[src/design/su2ar_pkg.sv]
// ---------------------------------------------------------------------------
// su2ar_pkg: shared types and constants for the SU(2) adjoint rotation
// Widths of the pipeline payloads, stage control and output limits.
// ---------------------------------------------------------------------------
package su2ar_pkg;

   // field widths
   localparam int VW   = 16;            // quaternion component, Q1.15
   localparam int EW   = 24;            // algebra vector component
   localparam int OW   = 24;            // rotated component
   localparam int PW   = 32;            // product of two quaternion components
   localparam int CW   = PW + 1;        // rotation-matrix coefficient
   localparam int MW   = EW + CW;       // coefficient times vector component
   localparam int AW   = MW + 1;        // sum of three terms, cross terms doubled
   localparam int FRAC = 30;            // fraction bits of the sum
   localparam int QW   = AW - FRAC;     // sum after dropping the fraction

   // rounding offset: one half at the scale of the sum
   localparam logic signed [AW-1:0] ROUND_HALF = AW'(1) << (FRAC - 1);

   // output rails
   localparam logic signed [OW-1:0] OUT_MAX = {1'b0, {(OW-1){1'b1}}};
   localparam logic signed [OW-1:0] OUT_MIN = {1'b1, {(OW-1){1'b0}}};

   // per-stage control: load enable and incoming valid
   typedef struct packed {
      logic load;
      logic valid;
   } stage_ctl_type;

   // request as taken from the ports
   typedef struct packed {
      logic                   cmd;
      logic signed [VW-1:0]   v_a;
      logic signed [VW-1:0]   v_b;
      logic signed [VW-1:0]   v_c;
      logic signed [VW-1:0]   v_d;
      logic signed [EW-1:0]   e_x;
      logic signed [EW-1:0]   e_y;
      logic signed [EW-1:0]   e_z;
   } req_type;

   // stage 1: pairwise quaternion products
   typedef struct packed {
      logic                   cmd;
      logic signed [PW-1:0]   aa;
      logic signed [PW-1:0]   bb;
      logic signed [PW-1:0]   cc;
      logic signed [PW-1:0]   dd;
      logic signed [PW-1:0]   ab;
      logic signed [PW-1:0]   ac;
      logic signed [PW-1:0]   bc;
      logic signed [PW-1:0]   ad;
      logic signed [PW-1:0]   bd;
      logic signed [PW-1:0]   cd;
      logic signed [EW-1:0]   e_x;
      logic signed [EW-1:0]   e_y;
      logic signed [EW-1:0]   e_z;
   } prod_type;

   // stage 2: rotation-matrix coefficients (cross terms not yet doubled)
   typedef struct packed {
      logic signed [CW-1:0]   xx;
      logic signed [CW-1:0]   yy;
      logic signed [CW-1:0]   zz;
      logic signed [CW-1:0]   k_xy;
      logic signed [CW-1:0]   k_xz;
      logic signed [CW-1:0]   k_yx;
      logic signed [CW-1:0]   k_yz;
      logic signed [CW-1:0]   k_zx;
      logic signed [CW-1:0]   k_zy;
      logic signed [EW-1:0]   e_x;
      logic signed [EW-1:0]   e_y;
      logic signed [EW-1:0]   e_z;
   } coef_type;

   // stage 3: the nine coefficient products
   typedef struct packed {
      logic signed [MW-1:0]   t_xx;
      logic signed [MW-1:0]   t_xy;
      logic signed [MW-1:0]   t_xz;
      logic signed [MW-1:0]   t_yy;
      logic signed [MW-1:0]   t_yx;
      logic signed [MW-1:0]   t_yz;
      logic signed [MW-1:0]   t_zz;
      logic signed [MW-1:0]   t_zx;
      logic signed [MW-1:0]   t_zy;
   } term_type;

   // stage 4: rounded sums at scale 2^30
   typedef struct packed {
      logic signed [AW-1:0]   acc_x;
      logic signed [AW-1:0]   acc_y;
      logic signed [AW-1:0]   acc_z;
   } acc_type;

   // stage 5: response
   typedef struct packed {
      logic signed [OW-1:0]   r_x;
      logic signed [OW-1:0]   r_y;
      logic signed [OW-1:0]   r_z;
      logic                   clipped;
   } rsp_type;

endpackage

[src/design/su2ar_sum.sv]
// ---------------------------------------------------------------------------
// su2ar_sum: pipeline stage 4
// Adds the diagonal term to the doubled cross terms plus the rounding half.
// ---------------------------------------------------------------------------
module su2ar_sum (
   input  logic                      clock,
   input  logic                      reset,
   input  su2ar_pkg::stage_ctl_type  ctl,
   input  su2ar_pkg::term_type       term,
   output logic                      valid_ff,
   output su2ar_pkg::acc_type        acc_ff
);
   import su2ar_pkg::*;

   acc_type acc_in;

   // exact sums, well inside 58 bits
   always_comb begin
      acc_in.acc_x = AW'(term.t_xx) + ((AW'(term.t_xy) + AW'(term.t_xz)) <<< 1)
                     + ROUND_HALF;
      acc_in.acc_y = AW'(term.t_yy) + ((AW'(term.t_yx) + AW'(term.t_yz)) <<< 1)
                     + ROUND_HALF;
      acc_in.acc_z = AW'(term.t_zz) + ((AW'(term.t_zx) + AW'(term.t_zy)) <<< 1)
                     + ROUND_HALF;
   end

   // stage valid
   always_ff @(posedge clock) begin
      if (reset) begin
         valid_ff <= 1'b0;
      end else if (ctl.load) begin
         valid_ff <= ctl.valid;
      end
   end

   // stage payload
   always_ff @(posedge clock) begin
      if (ctl.load && ctl.valid) begin
         acc_ff <= acc_in;
      end
   end

endmodule

[config.mk]
export PLATFORM = sky130hd
export DESIGN_NAME = su2ar_sum
export DESIGN_NICKNAME = d
export VERILOG_FILES = /design/src/design/su2ar_pkg.sv /design/src/design/su2ar_sum.sv
export SDC_FILE = /design/constraint.sdc
export NUM_CORES = 1
export LEC_CHECK = 0
export BUFFER_PORTS_ARGS = -buffer_cell sky130_fd_sc_hd__buf_4
export CAP_MARGIN = 40
export CORE_AREA = 2 2 271 273
export CTS_CLUSTER_SIZE = 10
export DETAILED_ROUTE_END_ITERATION = 8
export DIE_AREA = 0 0 273 275
export PLACE_DENSITY = 0.66
export SYNTH_ARGS = -nofsm -noshare
export SYNTH_HDL_FRONTEND = slang
export SYNTH_SLANG_ARGS = --single-unit
[constraint.sdc]
create_clock -name clock -period 11.6 [get_ports clock]
set_input_delay 1.74 -clock clock [delete_from_list [all_inputs] [get_ports clock]]
set_output_delay 1.74 -clock clock [all_outputs]
set_load 0.01 [all_outputs]
==> metrics.txt <==
count leader, synth ha_1; # rows 99; cell total after placement 4601; HP Start valid_ff; Final min period 7.65 ns; status completed; Cell Chain, Critical Path buf_4, ha_1, a2111oi_0, o21ai_0, a32oi_1, o31ai_2, a21oi_1, o21ai_0, a21oi_1, o21ai_0, xor2_1, ha_1, ha_1, nand2_1, nor4_1, nand4_1, a2111oi_1, o31ai_1, a31oi_1, o2111ai_1, a21boi_1, mux2i_1, nand2_1; top cells by area, synth ha_1 (24%), edfxtp_1 (20%), a21oi_1 (6.9%); Initial Utilization 0.360; Synth top cells by count ha_1 (501), a21oi_1 (357), xnor2_1 (198); H-tree depth 4; Synth cell types 98; clk root buf clkbuf_16; Detailed Place HPWL 82.7 mm; Sink Count 175; Yosys reg bits 175; CP max-delay cell a32oi_1; crit-path max FO 7; r2r startpoint valid_ff; post-route antenna net violation count 0; Overflow after GRT 0; Slew @ Worst Pin 0.844 ns; final setup skew 0 ns; period utilization 0.660; Reg clk slew, reported paths 0.08 ns; Syn-to-layout area delta 25.8%; Clk Latency, worst-skew pair 0.49 ns; Top FF cell, synth edfxtp_1; Largest stage delay, worst path 0.44 ns; non-filler instance count after layout 4642; Peak Freq 131 MHz; Core Region 0.0723 sq mm; crit path to acc_ff[113]; Vias/cell 5.62; IO buf count 691; yosys warns 0; initial drt markers 1719; CTS buffer count 17; Die W 273 um; R2R Path End valid_ff; CP endpoint kind register; flop2flop setup slack 11.01 ns; CTS Buffer Depth 2; syn_nets 4073; RSZ-0062 raised after global routing no; die boundary height 275 um; setup TNS 0 ns; Worst EP arrival 7.91 ns; worst IR drop on VDD 0.000102 V; gr usage total 0.248; EDFF count, synth 174; first-pass GRT wire length 144 mm; max-slew violation count 0; leakage 15.4 nW; # resized after CTS 0; initial antenna violation count 25; max_cap viols 0; register area share after synthesis 0.201; final setup fails 0; DRC Markers 0; HP Class register to register; setup bufs post-CTS 0; Hold Path Depth 2; largest net degree at the start of global routing 65; worst setup path start term[177]; die area 0.0751 sq mm; drt pass-1 iters 7; routed wire length 96.6 mm; worst hold slack 0.512 ns; Worst slew margin 0.437; CTS tree built; crit path launch type input pin; Mapped Cells 3049; GP Congestion 0.962; synthesized area per cell 8.55 sq um; vias in the first global route 24700; Mapped Area 0.0261 sq mm; area leader, netlist ha_1; nets 4685; endpoints failing hold 0; wire per inst 20.8 um; share of cells above drive strength 1 0.212; top cell type's share of synthesized area 0.240; Post-synth ARST share 0; Data required, critical path 11.85 ns; R2R depth 2; power per cell area 151 mW/mm^2; worst setup path category input pin to register; I/O pin count 692; vias after detailed routing 26100; CTS Hold Bufs 0
-- critical path: cells and delay by family --
kind            cells  cell delay (ns)
xor+xnor            1             0.17
compound gates     13             3.76
simple gates        4             0.80
buf+inv             1             0.11
mux                 1             0.21
fa+ha+maj           3             1.10
-- layout make-up --
class                      instances  area, sq um
timing repair buffer             694         5230
fill                            7241        39500
tap                              959         1200
sequential                       175         5250
clock inverter                    15          244
inverter                         102          383
antenna                            9         22.5
clock buffer                      17          425
multi-input combinational       2671        20100
-- through the flow --
step / setup WS (ns) / instance area [sq um] / power, mW / utilization
after floorplan: 4.79 / 26100 / 3.21 / -
after global placement: 3.67 / 32100 / 4.25 / 0.444
after detailed placement: 3.45 / 32100 / 4.26 / 0.444
after CTS: 3.99 / 32800 / 4.98 / 0.453
after global routing: 3.23 / 32800 / 5.36 / 0.453
final: 3.95 / 32800 / 4.97 / 0.453
-- cell usage in the layout, fill, tap and decap left out, drive strengths merged, types with 50 or more instances in the layout --
master    n
xnor2   198
nand4    69
ha      501
inv     107
nor2    184
nor3     50
buf     694
o21ai   183
edfxtp  174
xor2    108
a21oi   361
nand3    75
a21o    179
nand2   192
-- per-layer routing --
layer | vias to the layer above | GRT usage | wire length, um | share of wire
met5 | - | 0 | 218 | 0.0023
met4 | 34 | 0.0761 | 2670 | 0.028
met3 | 158 | 0.0513 | 6390 | 0.066
met2 | 881 | 0.433 | 47000 | 0.49
met1 | 12200 | 0.305 | 40300 | 0.42
li1 | 12800 | - | - | -
-- flip-flops by register name, summed over array words and instances, names as in the netlist --
| signal | cells |
|---|---|
| acc_ff | 174 |
| valid_ff | 1 |
-- cell families after synthesis --
group | share of synthesized area
flip-flops | 0.201
adder cells (fa/ha/maj) | 0.245
buffers and inverters | 0.0297
XOR/XNOR | 0.103
AND/OR/NAND/NOR | 0.149
multiplexers | 0.00346
AO/OA/AOI/OAI | 0.269
-- power by group --
part	internal [mW]	total (mW)	switching, mW	leakage, nW
clock	0.339	0.687	0.348	0.320
sequential	0.986	1.05	0.0597	1.64
combinational	1.39	3.24	1.85	13.4
-- how the worst min path moves through the flow --
stage / end
global route: valid_ff
finish: valid_ff
floorplan: valid_ff
CTS: valid_ff
detailed placement: valid_ff
global placement: valid_ff
Power figures use the tool's default switching activity.
