--- src/design/su2ar_pkg.sv ---
// ---------------------------------------------------------------------------
// su2ar_pkg: shared types and constants for the SU(2) adjoint rotation
// Widths of the pipeline payloads, stage control and output limits.
// ---------------------------------------------------------------------------
package su2ar_pkg;

   // field widths
   localparam int VW   = 16;            // quaternion component, Q1.15
   localparam int EW   = 24;            // algebra vector component
   localparam int OW   = 24;            // rotated component
   localparam int PW   = 32;            // product of two quaternion components
   localparam int CW   = PW + 1;        // rotation-matrix coefficient
   localparam int MW   = EW + CW;       // coefficient times vector component
   localparam int AW   = MW + 1;        // sum of three terms, cross terms doubled
   localparam int FRAC = 30;            // fraction bits of the sum
   localparam int QW   = AW - FRAC;     // sum after dropping the fraction

   // rounding offset: one half at the scale of the sum
   localparam logic signed [AW-1:0] ROUND_HALF = AW'(1) << (FRAC - 1);

   // output rails
   localparam logic signed [OW-1:0] OUT_MAX = {1'b0, {(OW-1){1'b1}}};
   localparam logic signed [OW-1:0] OUT_MIN = {1'b1, {(OW-1){1'b0}}};

   // per-stage control: load enable and incoming valid
   typedef struct packed {
      logic load;
      logic valid;
   } stage_ctl_type;

   // request as taken from the ports
   typedef struct packed {
      logic                   cmd;
      logic signed [VW-1:0]   v_a;
      logic signed [VW-1:0]   v_b;
      logic signed [VW-1:0]   v_c;
      logic signed [VW-1:0]   v_d;
      logic signed [EW-1:0]   e_x;
      logic signed [EW-1:0]   e_y;
      logic signed [EW-1:0]   e_z;
   } req_type;

   // stage 1: pairwise quaternion products
   typedef struct packed {
      logic                   cmd;
      logic signed [PW-1:0]   aa;
      logic signed [PW-1:0]   bb;
      logic signed [PW-1:0]   cc;
      logic signed [PW-1:0]   dd;
      logic signed [PW-1:0]   ab;
      logic signed [PW-1:0]   ac;
      logic signed [PW-1:0]   bc;
      logic signed [PW-1:0]   ad;
      logic signed [PW-1:0]   bd;
      logic signed [PW-1:0]   cd;
      logic signed [EW-1:0]   e_x;
      logic signed [EW-1:0]   e_y;
      logic signed [EW-1:0]   e_z;
   } prod_type;

   // stage 2: rotation-matrix coefficients (cross terms not yet doubled)
   typedef struct packed {
      logic signed [CW-1:0]   xx;
      logic signed [CW-1:0]   yy;
      logic signed [CW-1:0]   zz;
      logic signed [CW-1:0]   k_xy;
      logic signed [CW-1:0]   k_xz;
      logic signed [CW-1:0]   k_yx;
      logic signed [CW-1:0]   k_yz;
      logic signed [CW-1:0]   k_zx;
      logic signed [CW-1:0]   k_zy;
      logic signed [EW-1:0]   e_x;
      logic signed [EW-1:0]   e_y;
      logic signed [EW-1:0]   e_z;
   } coef_type;

   // stage 3: the nine coefficient products
   typedef struct packed {
      logic signed [MW-1:0]   t_xx;
      logic signed [MW-1:0]   t_xy;
      logic signed [MW-1:0]   t_xz;
      logic signed [MW-1:0]   t_yy;
      logic signed [MW-1:0]   t_yx;
      logic signed [MW-1:0]   t_yz;
      logic signed [MW-1:0]   t_zz;
      logic signed [MW-1:0]   t_zx;
      logic signed [MW-1:0]   t_zy;
   } term_type;

   // stage 4: rounded sums at scale 2^30
   typedef struct packed {
      logic signed [AW-1:0]   acc_x;
      logic signed [AW-1:0]   acc_y;
      logic signed [AW-1:0]   acc_z;
   } acc_type;

   // stage 5: response
   typedef struct packed {
      logic signed [OW-1:0]   r_x;
      logic signed [OW-1:0]   r_y;
      logic signed [OW-1:0]   r_z;
      logic                   clipped;
   } rsp_type;

endpackage

--- src/design/su2ar_sat.sv ---
// ---------------------------------------------------------------------------
// su2ar_sat: pipeline stage 5, response register
// Drops the fraction (floor), saturates to 24 bits and flags any clip.
// ---------------------------------------------------------------------------
module su2ar_sat (
   input  logic                      clock,
   input  logic                      reset,
   input  su2ar_pkg::stage_ctl_type  ctl,
   input  su2ar_pkg::acc_type        acc,
   output logic                      valid_ff,
   output su2ar_pkg::rsp_type        rsp_ff
);
   import su2ar_pkg::*;

   rsp_type              rsp_in;
   logic signed [QW-1:0] q_x, q_y, q_z;
   logic                 ovf_x, ovf_y, ovf_z;

   // out of range when the output sign bit and the bits above it disagree
   function automatic logic ovf_of(input logic signed [QW-1:0] q);
      return !((&q[QW-1:OW-1]) || !(|q[QW-1:OW-1]));
   endfunction

   function automatic logic signed [OW-1:0] clamp(input logic signed [QW-1:0] q,
                                                  input logic ovf);
      logic signed [OW-1:0] r;
      if (!ovf) begin
         r = q[OW-1:0];
      end else if (q[QW-1]) begin
         r = OUT_MIN;
      end else begin
         r = OUT_MAX;
      end
      return r;
   endfunction

   // floor by dropping fraction bits, then clamp
   always_comb begin
      q_x   = acc.acc_x[AW-1:FRAC];
      q_y   = acc.acc_y[AW-1:FRAC];
      q_z   = acc.acc_z[AW-1:FRAC];
      ovf_x = ovf_of(q_x);
      ovf_y = ovf_of(q_y);
      ovf_z = ovf_of(q_z);
      rsp_in.r_x     = clamp(q_x, ovf_x);
      rsp_in.r_y     = clamp(q_y, ovf_y);
      rsp_in.r_z     = clamp(q_z, ovf_z);
      rsp_in.clipped = ovf_x || ovf_y || ovf_z;
   end

   // stage valid
   always_ff @(posedge clock) begin
      if (reset) begin
         valid_ff <= 1'b0;
      end else if (ctl.load) begin
         valid_ff <= ctl.valid;
      end
   end

   // stage payload
   always_ff @(posedge clock) begin
      if (ctl.load && ctl.valid) begin
         rsp_ff <= rsp_in;
      end
   end

endmodule

--- config.mk ---
export PLATFORM = sky130hd
export DESIGN_NAME = su2ar_sat
export DESIGN_NICKNAME = d
export VERILOG_FILES = /design/src/design/su2ar_pkg.sv /design/src/design/su2ar_sat.sv
export SDC_FILE = /design/constraint.sdc
export NUM_CORES = 1
export LEC_CHECK = 0
export ABC_AREA = 1
export BUFFER_PORTS_ARGS = -buffer_cell sky130_fd_sc_hd__buf_2
export CAP_MARGIN = 20
export CORE_MARGIN = 5
export CORE_UTILIZATION = 39
export CTS_CLUSTER_DIAMETER = 60
export DETAILED_ROUTE_END_ITERATION = 6
export GPL_TIMING_DRIVEN = 0
export MAX_ROUTING_LAYER = met4
export PLACE_DENSITY = 0.84
export SLEW_MARGIN = 20
export SYNTH_ARGS = -nofsm -noshare
export SYNTH_HDL_FRONTEND = slang
export SYNTH_SLANG_ARGS = --single-unit
--- constraint.sdc ---
create_clock -name clock -period 3 [get_ports clock]
set_input_delay 0.45 -clock clock [delete_from_list [all_inputs] [get_ports clock]]
set_output_delay 0.45 -clock clock [all_outputs]
set_load 0.05 [all_outputs]
==> results.toml <==
[outcome]
status = "finished, final reports clean"

[floorplanning]
die_w_um = 98.7
core-area_um2 = 7690
die_area_um2 = 9730
ios = 252
rows = 32
die_y_um = 98.7
initial_core_util_pct = 39.9

[drt]
drt-initial-drc-count = 65
met3_wirelength_um = 688
wl_um = 7020
top_layer = "met4"
routedLengthMet1_um = 2890
final_antenna_net_count = 0
dr_wl_met2_um = 3320
detail_route.first_pass.iterations = 5
via_per_inst = 4.42
avgRoutedWirePerCell_um = 12.9
drc = 0
num_vias = 2400

[setup_path]
ff2ff_path_depth = 2
worstSetupPathType = "reg -> out"
r2r_setup_slack_ps = 2420
worstReg2RegStart = "valid_ff"
path_depth = 1
end_kind = "output pin"
cp.arrival_ps = 970
cp-endpoint = "rsp_ff[64]"
rr_endpoint = "valid_ff"
crit_buf_inv = 1
slowest_stage = "edfxtp_1"
cp_slowest_stage_delay_ps = 400
cp_max_fo = 1
worst_ep_required_time_ps = 2550
startpoint = "rsp_ff[64]"
crit_path_start_kind = "flip-flop"
cp_top_family = "flip-flops"
cp_cell_sequence = "buf_2"

[placed_design]
dpl_cell_area_um2 = 4020
io_buffers = 161
dpl.cell_count = 528
hpwl_um = 5550
gp_congestion = 0.787

[final_layout]
layout_common_cells = "buf_2, nand2_1, edfxtp_1"
final-instance-count-excl-fill = 543
post_route_cells_drive_above_1_share_pct = 45.1
nFillCells = 674
final_common_cell = "buf_2"
syn_to_final_growth_pct = 36.4
diodes = 0
nets = 615
stdcell_area_um2 = 4180

[sta]
setup-violations-final = 0
fin_crit_sh_pct = 47.4
whs_ps = 276
rsz0062_at_grt = "false"
slew_headroom_pct = 75.4
clock_skew_ps = 0
period_minus_slack_ps = 1420
worst_pin_slew_ps = 368
drv_slew = 0
hold_viol = 0
max_freq_mhz = 704
final.setup.tns_ps = 0

[clocking]
path_clk_slew_ps = 70
root_buffer = "clkbuf_8"
insertion_delay_ps = 330
cts_buffers = 9
ctsResizeCount = 0
tritoncts = "done"
cts_hold_buf = 0
cts-htree-levels = 3
cts_sinks = 74
clk_path_buf_depth = 2
cts_setup_buffers = 0

[power]
ir_drop_uv = 260
p_per_area_nw_per_um2 = 571
power_leakage_nw = 1.98
power_w = 0.00239

[logic_synthesis]
synth_area_um2 = 3070
synth.largest_area_cell = "edfxtp_1"
synth.distinct_cells = 17
synthCells = 264
syn_nets = 442
yosysTopAreaCellShare_pct = 71.5
avgSynthCellArea_um2 = 11.6
ys_warn_count = 0
ys_seq_elements = 74
ys_seq_area_share_pct = 72.2
synth_area_leaders = "edfxtp_1, nand2_1, buf_6"

[run]
cap_violations = 0

[global_routing]
antenna_found_initial = 0
grt_pass1_vias = 2383
grt_usage_pct = 15.2
overflow = 0
grt_pass1_wl_um = 11200
grt_start_max_net_pins = 47

[hold_path]
hold_path_depth = 2
hp-class = "in -> reg"
synthesized netlist by cell type:
master,count
nand2_1,151
edfxtp_1,73
nor2_1,7
buf_6,6
inv_1,6
buf_2,3
nand3_2,3
buf_4,2
buf_8,2
clkbuf_1,2
nand2_2,2
o21ai_4,2
a21oi_1,1
dfxtp_1,1
nand2_4,1
nand3_1,1
nor2_2,1
worst min path at each step:
stage             start       end  slack, ps
6_report          reset  valid_ff        280
2_1_floorplan     reset  valid_ff        520
4_1_cts           reset  valid_ff        260
3_3_place_gp   valid_ff  valid_ff        440
5_1_grt           reset  valid_ff        270
3_5_place_dp   valid_ff  valid_ff        460
sequential cells by signal (all words and copies together) (netlist names):
name	flops
valid_ff	1
rsp_ff	73
area by class of cell:
type                            count  area (µm²)  area share (%)
Multi-Input combinational cell    169         696            16.6
Inverter                            6        25.0           0.599
Sequential cell                    74        2210            52.9
Buffer                             15         135            3.23
Tap cell                          102         128            3.05
Clock inverter                      6        35.0           0.838
Timing Repair Buffer              162         826            19.8
Clock buffer                        9         124            2.96
report_power, final:
part	leakage (nW)	internal, W	switching (W)
Clock	0.0823	0.000289	0.000338
Combinational	1.19	0.000132	0.000385
Sequential	0.710	0.00122	0.0000185
Total	1.98	0.00165	0.000742
per-stage QoR:
step           utilization (%)  setup slack [ps]
2_1_floorplan                -               646
3_3_place_gp              52.0              78.8
3_5_place_dp              52.3              1410
4_1_cts                   54.4              1570
5_1_grt                   54.4              1530
6_report                  54.4              1580
cell families after synthesis:
logic type	after synthesis	synth area share (%)
AND/OR/NAND/NOR	166	21.5
flip-flops	74	72.2
buffers and inverters	21	5.14
AO/OA/AOI/OAI	3	1.22
routing by layer:
metal | GRT usage [%] | vias up
met4 | 7.14 | 0
li1 | - | 1208
met2 | 22.4 | 128
met3 | 5.17 | 10
met5 | - | -
met1 | 18.8 | 1054
Power figures use the tool's default switching activity.
