$ cat config.mk
export PLATFORM = sky130hd
export DESIGN_NAME = su2ar_coef
export DESIGN_NICKNAME = d
export VERILOG_FILES = /design/src/design/su2ar_pkg.sv /design/src/design/su2ar_coef.sv
export SDC_FILE = /design/constraint.sdc
export NUM_CORES = 1
export LEC_CHECK = 0
export ABC_AREA = 1
export BUFFER_PORTS_ARGS = -buffer_cell sky130_fd_sc_hd__buf_4
export CORE_AREA = 2 2 294 296
export CTS_CLUSTER_DIAMETER = 80
export DETAILED_ROUTE_END_ITERATION = 6
export DIE_AREA = 0 0 296 298
export PLACE_DENSITY_LB_ADDON = 0.08
export SLEW_MARGIN = 20
export SYNTH_ARGS = -nofsm -noshare
export SYNTH_HDL_FRONTEND = slang
export SYNTH_SLANG_ARGS = --single-unit
$ cat constraint.sdc
create_clock -name clock -period 7.8 [get_ports clock]
set_input_delay 0 -clock clock [delete_from_list [all_inputs] [get_ports clock]]
set_output_delay 0 -clock clock [all_outputs]
set_load 0.02 [all_outputs]
$ cat src/design/su2ar_pkg.sv
// ---------------------------------------------------------------------------
// su2ar_pkg: shared types and constants for the SU(2) adjoint rotation
// Widths of the pipeline payloads, stage control and output limits.
// ---------------------------------------------------------------------------
package su2ar_pkg;

   // field widths
   localparam int VW   = 16;            // quaternion component, Q1.15
   localparam int EW   = 24;            // algebra vector component
   localparam int OW   = 24;            // rotated component
   localparam int PW   = 32;            // product of two quaternion components
   localparam int CW   = PW + 1;        // rotation-matrix coefficient
   localparam int MW   = EW + CW;       // coefficient times vector component
   localparam int AW   = MW + 1;        // sum of three terms, cross terms doubled
   localparam int FRAC = 30;            // fraction bits of the sum
   localparam int QW   = AW - FRAC;     // sum after dropping the fraction

   // rounding offset: one half at the scale of the sum
   localparam logic signed [AW-1:0] ROUND_HALF = AW'(1) << (FRAC - 1);

   // output rails
   localparam logic signed [OW-1:0] OUT_MAX = {1'b0, {(OW-1){1'b1}}};
   localparam logic signed [OW-1:0] OUT_MIN = {1'b1, {(OW-1){1'b0}}};

   // per-stage control: load enable and incoming valid
   typedef struct packed {
      logic load;
      logic valid;
   } stage_ctl_type;

   // request as taken from the ports
   typedef struct packed {
      logic                   cmd;
      logic signed [VW-1:0]   v_a;
      logic signed [VW-1:0]   v_b;
      logic signed [VW-1:0]   v_c;
      logic signed [VW-1:0]   v_d;
      logic signed [EW-1:0]   e_x;
      logic signed [EW-1:0]   e_y;
      logic signed [EW-1:0]   e_z;
   } req_type;

   // stage 1: pairwise quaternion products
   typedef struct packed {
      logic                   cmd;
      logic signed [PW-1:0]   aa;
      logic signed [PW-1:0]   bb;
      logic signed [PW-1:0]   cc;
      logic signed [PW-1:0]   dd;
      logic signed [PW-1:0]   ab;
      logic signed [PW-1:0]   ac;
      logic signed [PW-1:0]   bc;
      logic signed [PW-1:0]   ad;
      logic signed [PW-1:0]   bd;
      logic signed [PW-1:0]   cd;
      logic signed [EW-1:0]   e_x;
      logic signed [EW-1:0]   e_y;
      logic signed [EW-1:0]   e_z;
   } prod_type;

   // stage 2: rotation-matrix coefficients (cross terms not yet doubled)
   typedef struct packed {
      logic signed [CW-1:0]   xx;
      logic signed [CW-1:0]   yy;
      logic signed [CW-1:0]   zz;
      logic signed [CW-1:0]   k_xy;
      logic signed [CW-1:0]   k_xz;
      logic signed [CW-1:0]   k_yx;
      logic signed [CW-1:0]   k_yz;
      logic signed [CW-1:0]   k_zx;
      logic signed [CW-1:0]   k_zy;
      logic signed [EW-1:0]   e_x;
      logic signed [EW-1:0]   e_y;
      logic signed [EW-1:0]   e_z;
   } coef_type;

   // stage 3: the nine coefficient products
   typedef struct packed {
      logic signed [MW-1:0]   t_xx;
      logic signed [MW-1:0]   t_xy;
      logic signed [MW-1:0]   t_xz;
      logic signed [MW-1:0]   t_yy;
      logic signed [MW-1:0]   t_yx;
      logic signed [MW-1:0]   t_yz;
      logic signed [MW-1:0]   t_zz;
      logic signed [MW-1:0]   t_zx;
      logic signed [MW-1:0]   t_zy;
   } term_type;

   // stage 4: rounded sums at scale 2^30
   typedef struct packed {
      logic signed [AW-1:0]   acc_x;
      logic signed [AW-1:0]   acc_y;
      logic signed [AW-1:0]   acc_z;
   } acc_type;

   // stage 5: response
   typedef struct packed {
      logic signed [OW-1:0]   r_x;
      logic signed [OW-1:0]   r_y;
      logic signed [OW-1:0]   r_z;
      logic                   clipped;
   } rsp_type;

endpackage

$ cat src/design/su2ar_coef.sv
// ---------------------------------------------------------------------------
// su2ar_coef: pipeline stage 2
// Combines the products into the nine rotation-matrix coefficients; cmd
// selects the sign of the cross terms.
// ---------------------------------------------------------------------------
module su2ar_coef (
   input  logic                      clock,
   input  logic                      reset,
   input  su2ar_pkg::stage_ctl_type  ctl,
   input  su2ar_pkg::prod_type       prod,
   output logic                      valid_ff,
   output su2ar_pkg::coef_type       coef_ff
);
   import su2ar_pkg::*;

   coef_type             coef_in;
   logic signed [CW-1:0] aa, bb, cc, dd, ab, ac, bc, ad, bd, cd;

   // widen once, then add
   always_comb begin
      aa = CW'(prod.aa);
      bb = CW'(prod.bb);
      cc = CW'(prod.cc);
      dd = CW'(prod.dd);
      ab = CW'(prod.ab);
      ac = CW'(prod.ac);
      bc = CW'(prod.bc);
      ad = CW'(prod.ad);
      bd = CW'(prod.bd);
      cd = CW'(prod.cd);

      coef_in.xx = aa - bb - cc + dd;
      coef_in.yy = bb - cc - aa + dd;
      coef_in.zz = cc - aa - bb + dd;

      // cmd high flips the sign of the scalar-part terms
      if (prod.cmd) begin
         coef_in.k_xy = ab - cd;
         coef_in.k_xz = ac + bd;
         coef_in.k_yx = ab + cd;
         coef_in.k_yz = bc - ad;
         coef_in.k_zx = ac - bd;
         coef_in.k_zy = bc + ad;
      end else begin
         coef_in.k_xy = ab + cd;
         coef_in.k_xz = ac - bd;
         coef_in.k_yx = ab - cd;
         coef_in.k_yz = bc + ad;
         coef_in.k_zx = ac + bd;
         coef_in.k_zy = bc - ad;
      end

      coef_in.e_x = prod.e_x;
      coef_in.e_y = prod.e_y;
      coef_in.e_z = prod.e_z;
   end

   // stage valid
   always_ff @(posedge clock) begin
      if (reset) begin
         valid_ff <= 1'b0;
      end else if (ctl.load) begin
         valid_ff <= ctl.valid;
      end
   end

   // stage payload
   always_ff @(posedge clock) begin
      if (ctl.load && ctl.valid) begin
         coef_ff <= coef_in;
      end
   end

endmodule

==> results.md, run 1 <==
| Item | Reported | Unit |
|:---|:---|:---|
| Outcome | finished clean | - |
| Nets in the synthesized netlist | 6,487 | - |
| Crit path required time | 8190 | ps |
| Share of the synthesized area in the top cell type | 0.281 | - |
| Cell count after placement | 7,404 | - |
| Routed Antenna Nets | 0 | - |
| Top Usage Layer GRT | met2 | - |
| Start of the worst register-to-register path | valid_ff$_SDFFE_PP0P_ | - |
| Violation count after the first detailed-routing iteration | 3,036 | - |
| Endpoint arrival time on the critical path | 3710 | ps |
| Post-detailed-placement cell area | 0.0457 | mm2 |
| Cell taking the most area after synthesis | sky130_fd_sc_hd__edfxtp_1 | - |
| Slew @ Worst Pin | 1070 | ps |
| Largest fanout on the critical path | 4 | - |
| RSZ-0062 raised after global routing | false | - |
| Number of port buffers | 766 | - |
| First-pass GRT wire length | 224,000 | um |
| Total core area | 0.0849 | mm2 |
| Post-synthesis async set-or-reset flop share | 0 | - |
| Drt wl/cell | 20.0 | um |
| Main area contributors after synthesis | sky130_fd_sc_hd__edfxtp_1 (28%), sky130_fd_sc_hd__nand2_1 (17%), sky130_fd_sc_hd__inv_1 (12%), sky130_fd_sc_hd__fa_1 (10%), sky130_fd_sc_hd__ha_1 (9.3%) | - |
| Final std cells w/o fill | 7,607 | - |
| GR met3 Demand/Resource | 0.0652 | - |
| Via count | 39,000 | - |
| Count of different cell masters after synthesis | 36 | - |
| Routability cong. | 1.03 | - |
| Num rows | 107 | - |
| Number of synthesized flops with an enable pin | 366 | - |
| Worst setup skew after layout | 0 | ps |
| Drt drc | 0 | - |
| Clock root cell | sky130_fd_sc_hd__clkbuf_16 | - |
| Cells on worst reg2reg path | 3 | - |
| Critical path endpoint category | flip-flop | - |
| Critical Path End | coef_ff[362]$_DFFE_PP_ | - |
| Endpoints failing setup | 0 | - |
| Count of pins on the block boundary | 767 | - |
| Max transition margin | 0.288 | - |
| Via count normalized by instance count | 5.12 | - |
| Clock-pin slew of the registers on the worst-case setup and hold paths | 60 | ps |
| Post-route setup TNS | 0 | ps |
| Share of final-layout standard cells stronger than drive strength 1 | 0.138 | - |
| CTS tree | built | - |
| Initial antenna violation count | 30 | - |
| Start point of the critical path | prod[265] | - |
| DIE AREA | 0.0882 | mm2 |
| Upper clock frequency limit | 301 | MHz |
| Area growth from synthesis to layout | 23.5 | % |
| Leading cell type in the layout, fill and taps excluded | sky130_fd_sc_hd__nand2_1 | - |
| Horizontal extent of the die | 296 | um |
| WL final | 152,000 | um |
| Crit path launch type | input pin | - |
| Flop-to-flop setup slack | 6640 | ps |
| Part of the cycle the worst path needs | 0.426 | - |
| Top library cells by usage in the layout, fill and taps aside | sky130_fd_sc_hd__nand2_1 (1,774), sky130_fd_sc_hd__inv_1 (1,209), sky130_fd_sc_hd__buf_4 (770) | - |
| Crit path kind | input pin to flip-flop | - |
| Static leakage power | 25.9 | nW |
| Global-route track usage on met2 | 0.558 | - |
| Clock buffer depth | 3 | - |
| Clock buffer count from CTS | 47 | - |
| Die height | 298 | um |
| Critical Path, Cell by Cell | dlygate4sd3_1 > buf_4 > inv_1 > fa_1 > inv_1 > ha_1 > fa_1 > nand3_1 > nand2_1 > nand3_1 > nand2_1 > a21oi_1 > nand2b_1 > nand2_1 > nand2_1 > nand2_1 | - |
| Starting utilization of the core area | 0.461 | - |
| Ys flop type | sky130_fd_sc_hd__edfxtp_1 | - |
| Power density of the placed cells | 214 | mW/mm2 |
| Type of the tightest min-delay check | input pin to flip-flop | - |
| Minimum period implied by the final worst setup slack | 3320 | ps |
| Max-slew violation count | 0 | - |
| Post-Syn Area | 0.0391 | mm2 |
| Number of hold violations in the final report | 0 | - |
| Post-cts resize count | 0 | - |
| Layout filler cell count | 8,402 | - |
| Detailed Routing Iterations Pass 1 | 7 | - |
| Peak supply drop | 173 | uV |
| Number of cells produced by synthesis | 5,601 | - |
| Global route total overflow | 0 | - |
| Combined global-route utilization of all metal layers | 0.339 | - |
| Crit-path most repeated cell | sky130_fd_sc_hd__nand2_1 | - |
| H-tree levels | 2 | - |
| Capture point of the worst reg-to-reg path | valid_ff$_SDFFE_PP0P_ | - |
| Flip-flop and latch count after synthesis | 367 | - |
| Post-route cell area | 0.0483 | mm2 |
| Via count of the first global-routing pass | 37,600 | - |
| DP HPWL | 129,000 | um |
| Maximum number of pins on one net before global-route repair | 155 | - |
| Syn Area/Cell | 6.98 | um2 |
| Met1 layer usage reported by global route | 0.419 | - |
| Clock insertion delay at the later pin of the skew report | 610 | ps |
| Number of nets in the layout | 7,289 | - |
| Number of sinks handled by clock tree synthesis | 367 | - |
| Max-cap check violation count | 0 | - |
| Standard cell with the maximum stage delay on the critical path | sky130_fd_sc_hd__fa_1 | - |
| Register area share after synthesis | 0.282 | - |
| CP max stage delay | 590 | ps |
| Number of warnings issued by yosys | 0 | - |
[routing by layer]
| metal | wire, um | vias up |
|---|---|---|
| met4 | 8640 | 18 |
| met2 | 70700 | 1536 |
| met5 | 110 | - |
| met1 | 60300 | 18100 |
| met3 | 12700 | 312 |
| li1 | - | 19000 |
[layout make-up]
cell class | instances | area, um2 | share of cell area
flip-flops and latches | 367 | 11000 | 0.228
multi-input cells | 3906 | 22900 | 0.474
clock inverters | 27 | 262 | 0.00541
diodes | 22 | 55.1 | 0.00114
well taps | 1144 | 1430 | 0.0296
repair buffers | 867 | 6770 | 0.140
inverters | 1214 | 4570 | 0.0945
clock buffers | 60 | 1320 | 0.0273
[kinds of logic after synthesis]
kind of cell	share of synthesized area
AO/OA/AOI/OAI	0.0683
flip-flops	0.282
adder cells (fa/ha/maj)	0.194
buffers and inverters	0.133
AND/OR/NAND/NOR	0.289
XOR/XNOR	0.0334
[metrics by stage]
step | hold slack, ps | total power, mW | worst slack (ps) | util
3_5_place_dp | 163 | 7.95 | 4150 | 0.539
5_1_grt | 80.2 | 10.9 | 4390 | 0.569
6_report | 46.6 | 10.3 | 4480 | 0.569
3_3_place_gp | 161 | 7.94 | 4150 | 0.539
4_1_cts | 17.4 | 10.3 | 4690 | 0.568
2_1_floorplan | 69.1 | 5.98 | 1830 | -
[cell usage after synthesis, types with 13 or more instances]
library cell and instances:
sky130_fd_sc_hd__nand2_1 1774, sky130_fd_sc_hd__ha_1 291, sky130_fd_sc_hd__nand3_1 432, sky130_fd_sc_hd__xor2_1 131
sky130_fd_sc_hd__clkbuf_1 13, sky130_fd_sc_hd__buf_4 27, sky130_fd_sc_hd__edfxtp_1 366, sky130_fd_sc_hd__o21ai_0 186
sky130_fd_sc_hd__fa_1 198, sky130_fd_sc_hd__nor3_1 51, sky130_fd_sc_hd__inv_1 1210, sky130_fd_sc_hd__nor2_2 13
sky130_fd_sc_hd__buf_2 59, sky130_fd_sc_hd__and2_1 14, sky130_fd_sc_hd__o21bai_1 18, sky130_fd_sc_hd__nor2_1 389
sky130_fd_sc_hd__xnor2_1 18, sky130_fd_sc_hd__a21oi_1 267, sky130_fd_sc_hd__nand4_1 44, sky130_fd_sc_hd__o21a_1 14
sky130_fd_sc_hd__a21o_1 13
[what timing repair did]
| item | in CTS | in global routing |
|---|---|---|
| endpoints found under the hold margin | 94 | 0 |
| setup buffers | 0 | 0 |
| hold buffers | 94 | 0 |
[state kept, by name (all words and copies together), names as in the netlist]
| signal | flops |
|---|---|
| coef_ff | 366 |
| valid_ff | 1 |
[power breakdown]
part           total, mW  switching (mW)  internal, mW
logic               5.27            3.49          1.78
registers           2.82           0.177          2.64
clock network       2.25           0.941          1.30
total               10.3            4.61          5.72
[how the worst min path moves through the flow]
| stage | startpoint | end | cells past startpoint |
|---|---|---|---|
| global placement | reset | valid_ff$_SDFFE_PP0P_ | 2 |
| CTS | prod[392] | coef_ff[75]$_DFFE_PP_ | 2 |
| global route | prod[392] | coef_ff[75]$_DFFE_PP_ | 2 |
| finish | prod[392] | coef_ff[75]$_DFFE_PP_ | 2 |
| detailed placement | reset | valid_ff$_SDFFE_PP0P_ | 2 |
| floorplan | reset | valid_ff$_SDFFE_PP0P_ | 1 |
[critical path: cells and delay by family]
kind,cells,cell delay (ps)
simple gates,8,1110
compound gates,1,350
fa+ha+maj,3,1440
buf+inv,4,830
No activity file was read; power rests on OpenSTA's default activity.
==> run 2, diff against run 1 <==
--- a/config.mk
+++ b/config.mk
@@ -5,12 +5,12 @@
 export SDC_FILE = /design/constraint.sdc
 export NUM_CORES = 1
 export LEC_CHECK = 0
-export ABC_AREA = 1
+export ABC_AREA = 0
 export BUFFER_PORTS_ARGS = -buffer_cell sky130_fd_sc_hd__buf_4
-export CORE_AREA = 2 2 294 296
+export CORE_AREA = 2 2 300 302
 export CTS_CLUSTER_DIAMETER = 80
 export DETAILED_ROUTE_END_ITERATION = 6
-export DIE_AREA = 0 0 296 298
+export DIE_AREA = 0 0 302 304
 export PLACE_DENSITY_LB_ADDON = 0.08
 export SLEW_MARGIN = 20
 export SYNTH_ARGS = -nofsm -noshare
==> constraint.sdc (replaced) <==
create_clock -name clock -period 2.96 [get_ports clock]
set_input_delay 0 -clock clock [delete_from_list [all_inputs] [get_ports clock]]
set_output_delay 0 -clock clock [all_outputs]
set_load 0.02 [all_outputs]
==> results.md, run 2 <==
| Item | Reported | Unit |
|:---|:---|:---|
| Combined global-route utilization of all metal layers | 0.255 | - |
| Internal power contribution | 18.0 | mW |
| Share of power burned in the clock network | 0.212 | - |
| Register area share after synthesis | 0.330 | - |
| Detailed Routing Iterations Pass 1 | 5 | - |
| Starting utilization of the core area | 0.375 | - |
| Violation count after the first detailed-routing iteration | 1,597 | - |
| Peak supply drop | 519 | uV |
| Via count normalized by instance count | 4.98 | - |
| Nets in the synthesized netlist | 4,304 | - |
| Number of hold violations in the final report | 0 | - |
| Most instantiated library cell after synthesis | sky130_fd_sc_hd__inv_1 | - |
| Flop-to-flop setup slack | 1790 | ps |
| Flip-flop and latch count after synthesis | 367 | - |
| Critical path endpoint category | flip-flop | - |
| Routability cong. | 0.968 | - |
| First-pass GRT wire length | 179,000 | um |
| Routed Antenna Nets | 0 | - |
| CTS tree | built | - |
| Ys flop type | sky130_fd_sc_hd__edfxtp_1 | - |
| Switching component of the power | 11.0 | mW |
| Horizontal extent of the die | 302 | um |
| Crit path required time | 3320 | ps |
| Largest fanout on the critical path | 2 | - |
| Initial antenna violation count | 26 | - |
| Via count | 30,300 | - |
| Leading cell type in the layout, fill and taps excluded | sky130_fd_sc_hd__buf_4 | - |
| Cell taking the most area after synthesis | sky130_fd_sc_hd__edfxtp_1 | - |
| Drt wl/cell | 19.8 | um |
| RSZ-0062 raised after global routing | true | - |
| Endpoints failing setup | 36 | - |
| Failing checks | negative setup slack | - |
| Share of the synthesized area in the top cell type | 0.329 | - |
| Register name with the most flops | coef_ff | - |
| Num rows | 110 | - |
| Post-route core utilization | 0.546 | - |
| Syn Area/Cell | 9.76 | um2 |
| Post-detailed-placement cell area | 0.0447 | mm2 |
| Number of warnings issued by yosys | 0 | - |
| DIE AREA | 0.0918 | mm2 |
| Layout filler cell count | 8,203 | - |
| Total core area | 0.0890 | mm2 |
| Outcome | finished, violations left | - |
| Maximum number of pins on one net before global-route repair | 90 | - |
| Most frequent cells after synthesis | sky130_fd_sc_hd__inv_1 (539), sky130_fd_sc_hd__edfxtp_1 (366), sky130_fd_sc_hd__ha_1 (291), sky130_fd_sc_hd__a21oi_1 (284), sky130_fd_sc_hd__xnor2_1 (214) | - |
| Slew @ Worst Pin | 698 | ps |
| Worst Slack Setup Final | -425 | ps |
| Cells on worst reg2reg path | 3 | - |
| Switching Fraction | 0.380 | - |
| DP HPWL | 99,800 | um |
| Worst hold path depth | 4 | - |
| Crit path kind | input pin to flip-flop | - |
| Clock insertion delay at the later pin of the skew report | 620 | ps |
| H-tree levels | 2 | - |
| Endpoint arrival time on the critical path | 3750 | ps |
| Count of different cell masters after synthesis | 82 | - |
| Post-Syn Area | 0.0334 | mm2 |
| Max-slew violation count | 0 | - |
| Part of the cycle the worst path needs | 1.14 | - |
| Clock buffer count from CTS | 51 | - |
| Number of synthesized flops with an enable pin | 366 | - |
| WL final | 120,000 | um |
| Share of final-layout standard cells stronger than drive strength 1 | 0.331 | - |
| Upper clock frequency limit | 295 | MHz |
| Number of flip-flops in the largest register | 366 | - |
| Number of port buffers | 766 | - |
| Static leakage power | 22.7 | nW |
| Main area contributors after synthesis | sky130_fd_sc_hd__edfxtp_1 (33%), sky130_fd_sc_hd__fa_1 (12%), sky130_fd_sc_hd__ha_1 (11%), sky130_fd_sc_hd__inv_1 (6.1%), sky130_fd_sc_hd__xnor2_1 (5.6%) | - |
| Combinational fraction of design power | 0.533 | - |
| Sequential group share of total power | 0.255 | - |
| Drt drc | 0 | - |
| Clock-pin slew of the registers on the worst-case setup and hold paths | 50 | ps |
| Clock root cell | sky130_fd_sc_hd__clkbuf_16 | - |
| Max transition margin | 0.535 | - |
| Minimum period implied by the final worst setup slack | 3380 | ps |
| Post-synthesis async set-or-reset flop share | 0 | - |
| Max-cap check violation count | 0 | - |
| Post-route cell area | 0.0486 | mm2 |
| Crit path launch type | input pin | - |
| Die height | 304 | um |
| Top Registers | coef_ff: 366 flops, valid_ff: 1 flops | - |
| Number of nets in the layout | 5,730 | - |
| Clock buffer depth | 3 | - |
| Number of sinks handled by clock tree synthesis | 367 | - |
| Area growth from synthesis to layout | 45.7 | % |
| Count of pins on the block boundary | 767 | - |
| Worst setup skew after layout | 0 | ps |
| Type of the tightest min-delay check | input pin to flip-flop | - |
| Post-route setup TNS | -6870 | ps |
| Power density of the placed cells | 598 | mW/mm2 |
| Number of cells produced by synthesis | 3,418 | - |
| Global route total overflow | 0 | - |
| Top library cells by usage in the layout, fill and taps aside | sky130_fd_sc_hd__buf_4 (1,335), sky130_fd_sc_hd__inv_1 (531), sky130_fd_sc_hd__edfxtp_1 (366) | - |
| Via count of the first global-routing pass | 30,900 | - |
run 2: cell types whose count changed in the layout (fill, tap and decap cells not counted), moves of 37 or more:
cell                      delta
sky130_fd_sc_hd__nand2_1  -1647
sky130_fd_sc_hd__mux2i_1   +108
sky130_fd_sc_hd__xnor2_1   +192
sky130_fd_sc_hd__a21o_1     +76
sky130_fd_sc_hd__nor2_1    -184
sky130_fd_sc_hd__nand3_1   -389
sky130_fd_sc_hd__inv_1     -678
sky130_fd_sc_hd__o21ai_0    -58
sky130_fd_sc_hd__nor2b_1    +37
sky130_fd_sc_hd__xor2_1     -75
sky130_fd_sc_hd__buf_4     +565
run 2: cell type report:
class / instances / area (um2) / share of cell area
Multi-Input combinational cell: 2392 / 20800 / 0.427
Timing Repair Buffer: 1486 / 11600 / 0.239
Sequential cell: 367 / 11000 / 0.226
Inverter: 546 / 2060 / 0.0424
Tap cell: 1176 / 1470 / 0.0303
Clock buffer: 56 / 1290 / 0.0266
Clock inverter: 36 / 363 / 0.00746
Antenna cell: 12 / 30.0 / 0.000617
run 2: worst paths after layout:
check / startpoint / endpoint
worst max-delay path: prod[328] / coef_ff[368]$_DFFE_PP_
worst min-delay path: prod[202] / coef_ff[107]$_DFFE_PP_
worst max register to register: valid_ff$_SDFFE_PP0P_ / valid_ff$_SDFFE_PP0P_
worst min register to register: valid_ff$_SDFFE_PP0P_ / valid_ff$_SDFFE_PP0P_
run 2: logic make-up after synthesis:
family / after synthesis / share of synthesized area
multiplexers: 113 / 0.0340
adder cells (fa/ha/maj): 489 / 0.228
flip-flops: 367 / 0.330
XOR/XNOR: 270 / 0.0709
AO/OA/AOI/OAI: 871 / 0.168
AND/OR/NAND/NOR: 649 / 0.0945
buffers and inverters: 659 / 0.0749
run 2: worst max-delay path, stage by stage:
cell and delay, ps:
sky130_fd_sc_hd__buf_8 70, sky130_fd_sc_hd__clkinvlp_4 110, sky130_fd_sc_hd__fa_1 520, sky130_fd_sc_hd__inv_1 70
sky130_fd_sc_hd__fa_1 490, sky130_fd_sc_hd__inv_2 50, sky130_fd_sc_hd__ha_4 160, sky130_fd_sc_hd__fa_2 370
sky130_fd_sc_hd__a21oi_4 180, sky130_fd_sc_hd__o21ai_2 90, sky130_fd_sc_hd__a211o_4 360, sky130_fd_sc_hd__a211oi_4 350
sky130_fd_sc_hd__o21ai_4 150, sky130_fd_sc_hd__a211o_1 340, sky130_fd_sc_hd__a41o_1 240, sky130_fd_sc_hd__a21oi_2 130
sky130_fd_sc_hd__xnor2_1 70
run 2: through the flow:
step	power, mW	setup slack (ps)	std cells	hold slack, ps
after floorplan	15.4	-544	3418	72.4
after global placement	21.7	-1210	5814	159
after detailed placement	21.8	-1200	5814	162
after CTS	28.7	-297	6042	4.79
after global routing	30.9	-550	6067	30.5
final	29.1	-425	6071	33.7
run 2: power by group through the flow:
stage               Combinational [mW]  Clock [mW]  Sequential (mW)
floorplan                         6.97           0             8.39
global placement                  14.2           0             7.53
detailed placement                14.3           0             7.51
CTS                               15.0        6.35             7.43
global route                      16.9        6.50             7.48
finish                            15.5        6.16             7.42
run 2: routing by layer:
layer | track usage | up-vias | routed length, um
met1 | 0.293 | 14500 | 47000
met4 | 0.0858 | 24 | 3990
met3 | 0.0522 | 175 | 7160
met2 | 0.467 | 778 | 62000
met5 | 0 | - | 133
li1 | - | 14800 | -
run 2: timing repair:
action / CTS / global route
pin swaps: 58 / 61
endpoints found under the hold margin: 150 / 0
buffers inserted: 22 / 26
gates resized for setup: 66 / 123
endpoints found under the setup margin: 38 / 103
hold buffers: 115 / 0
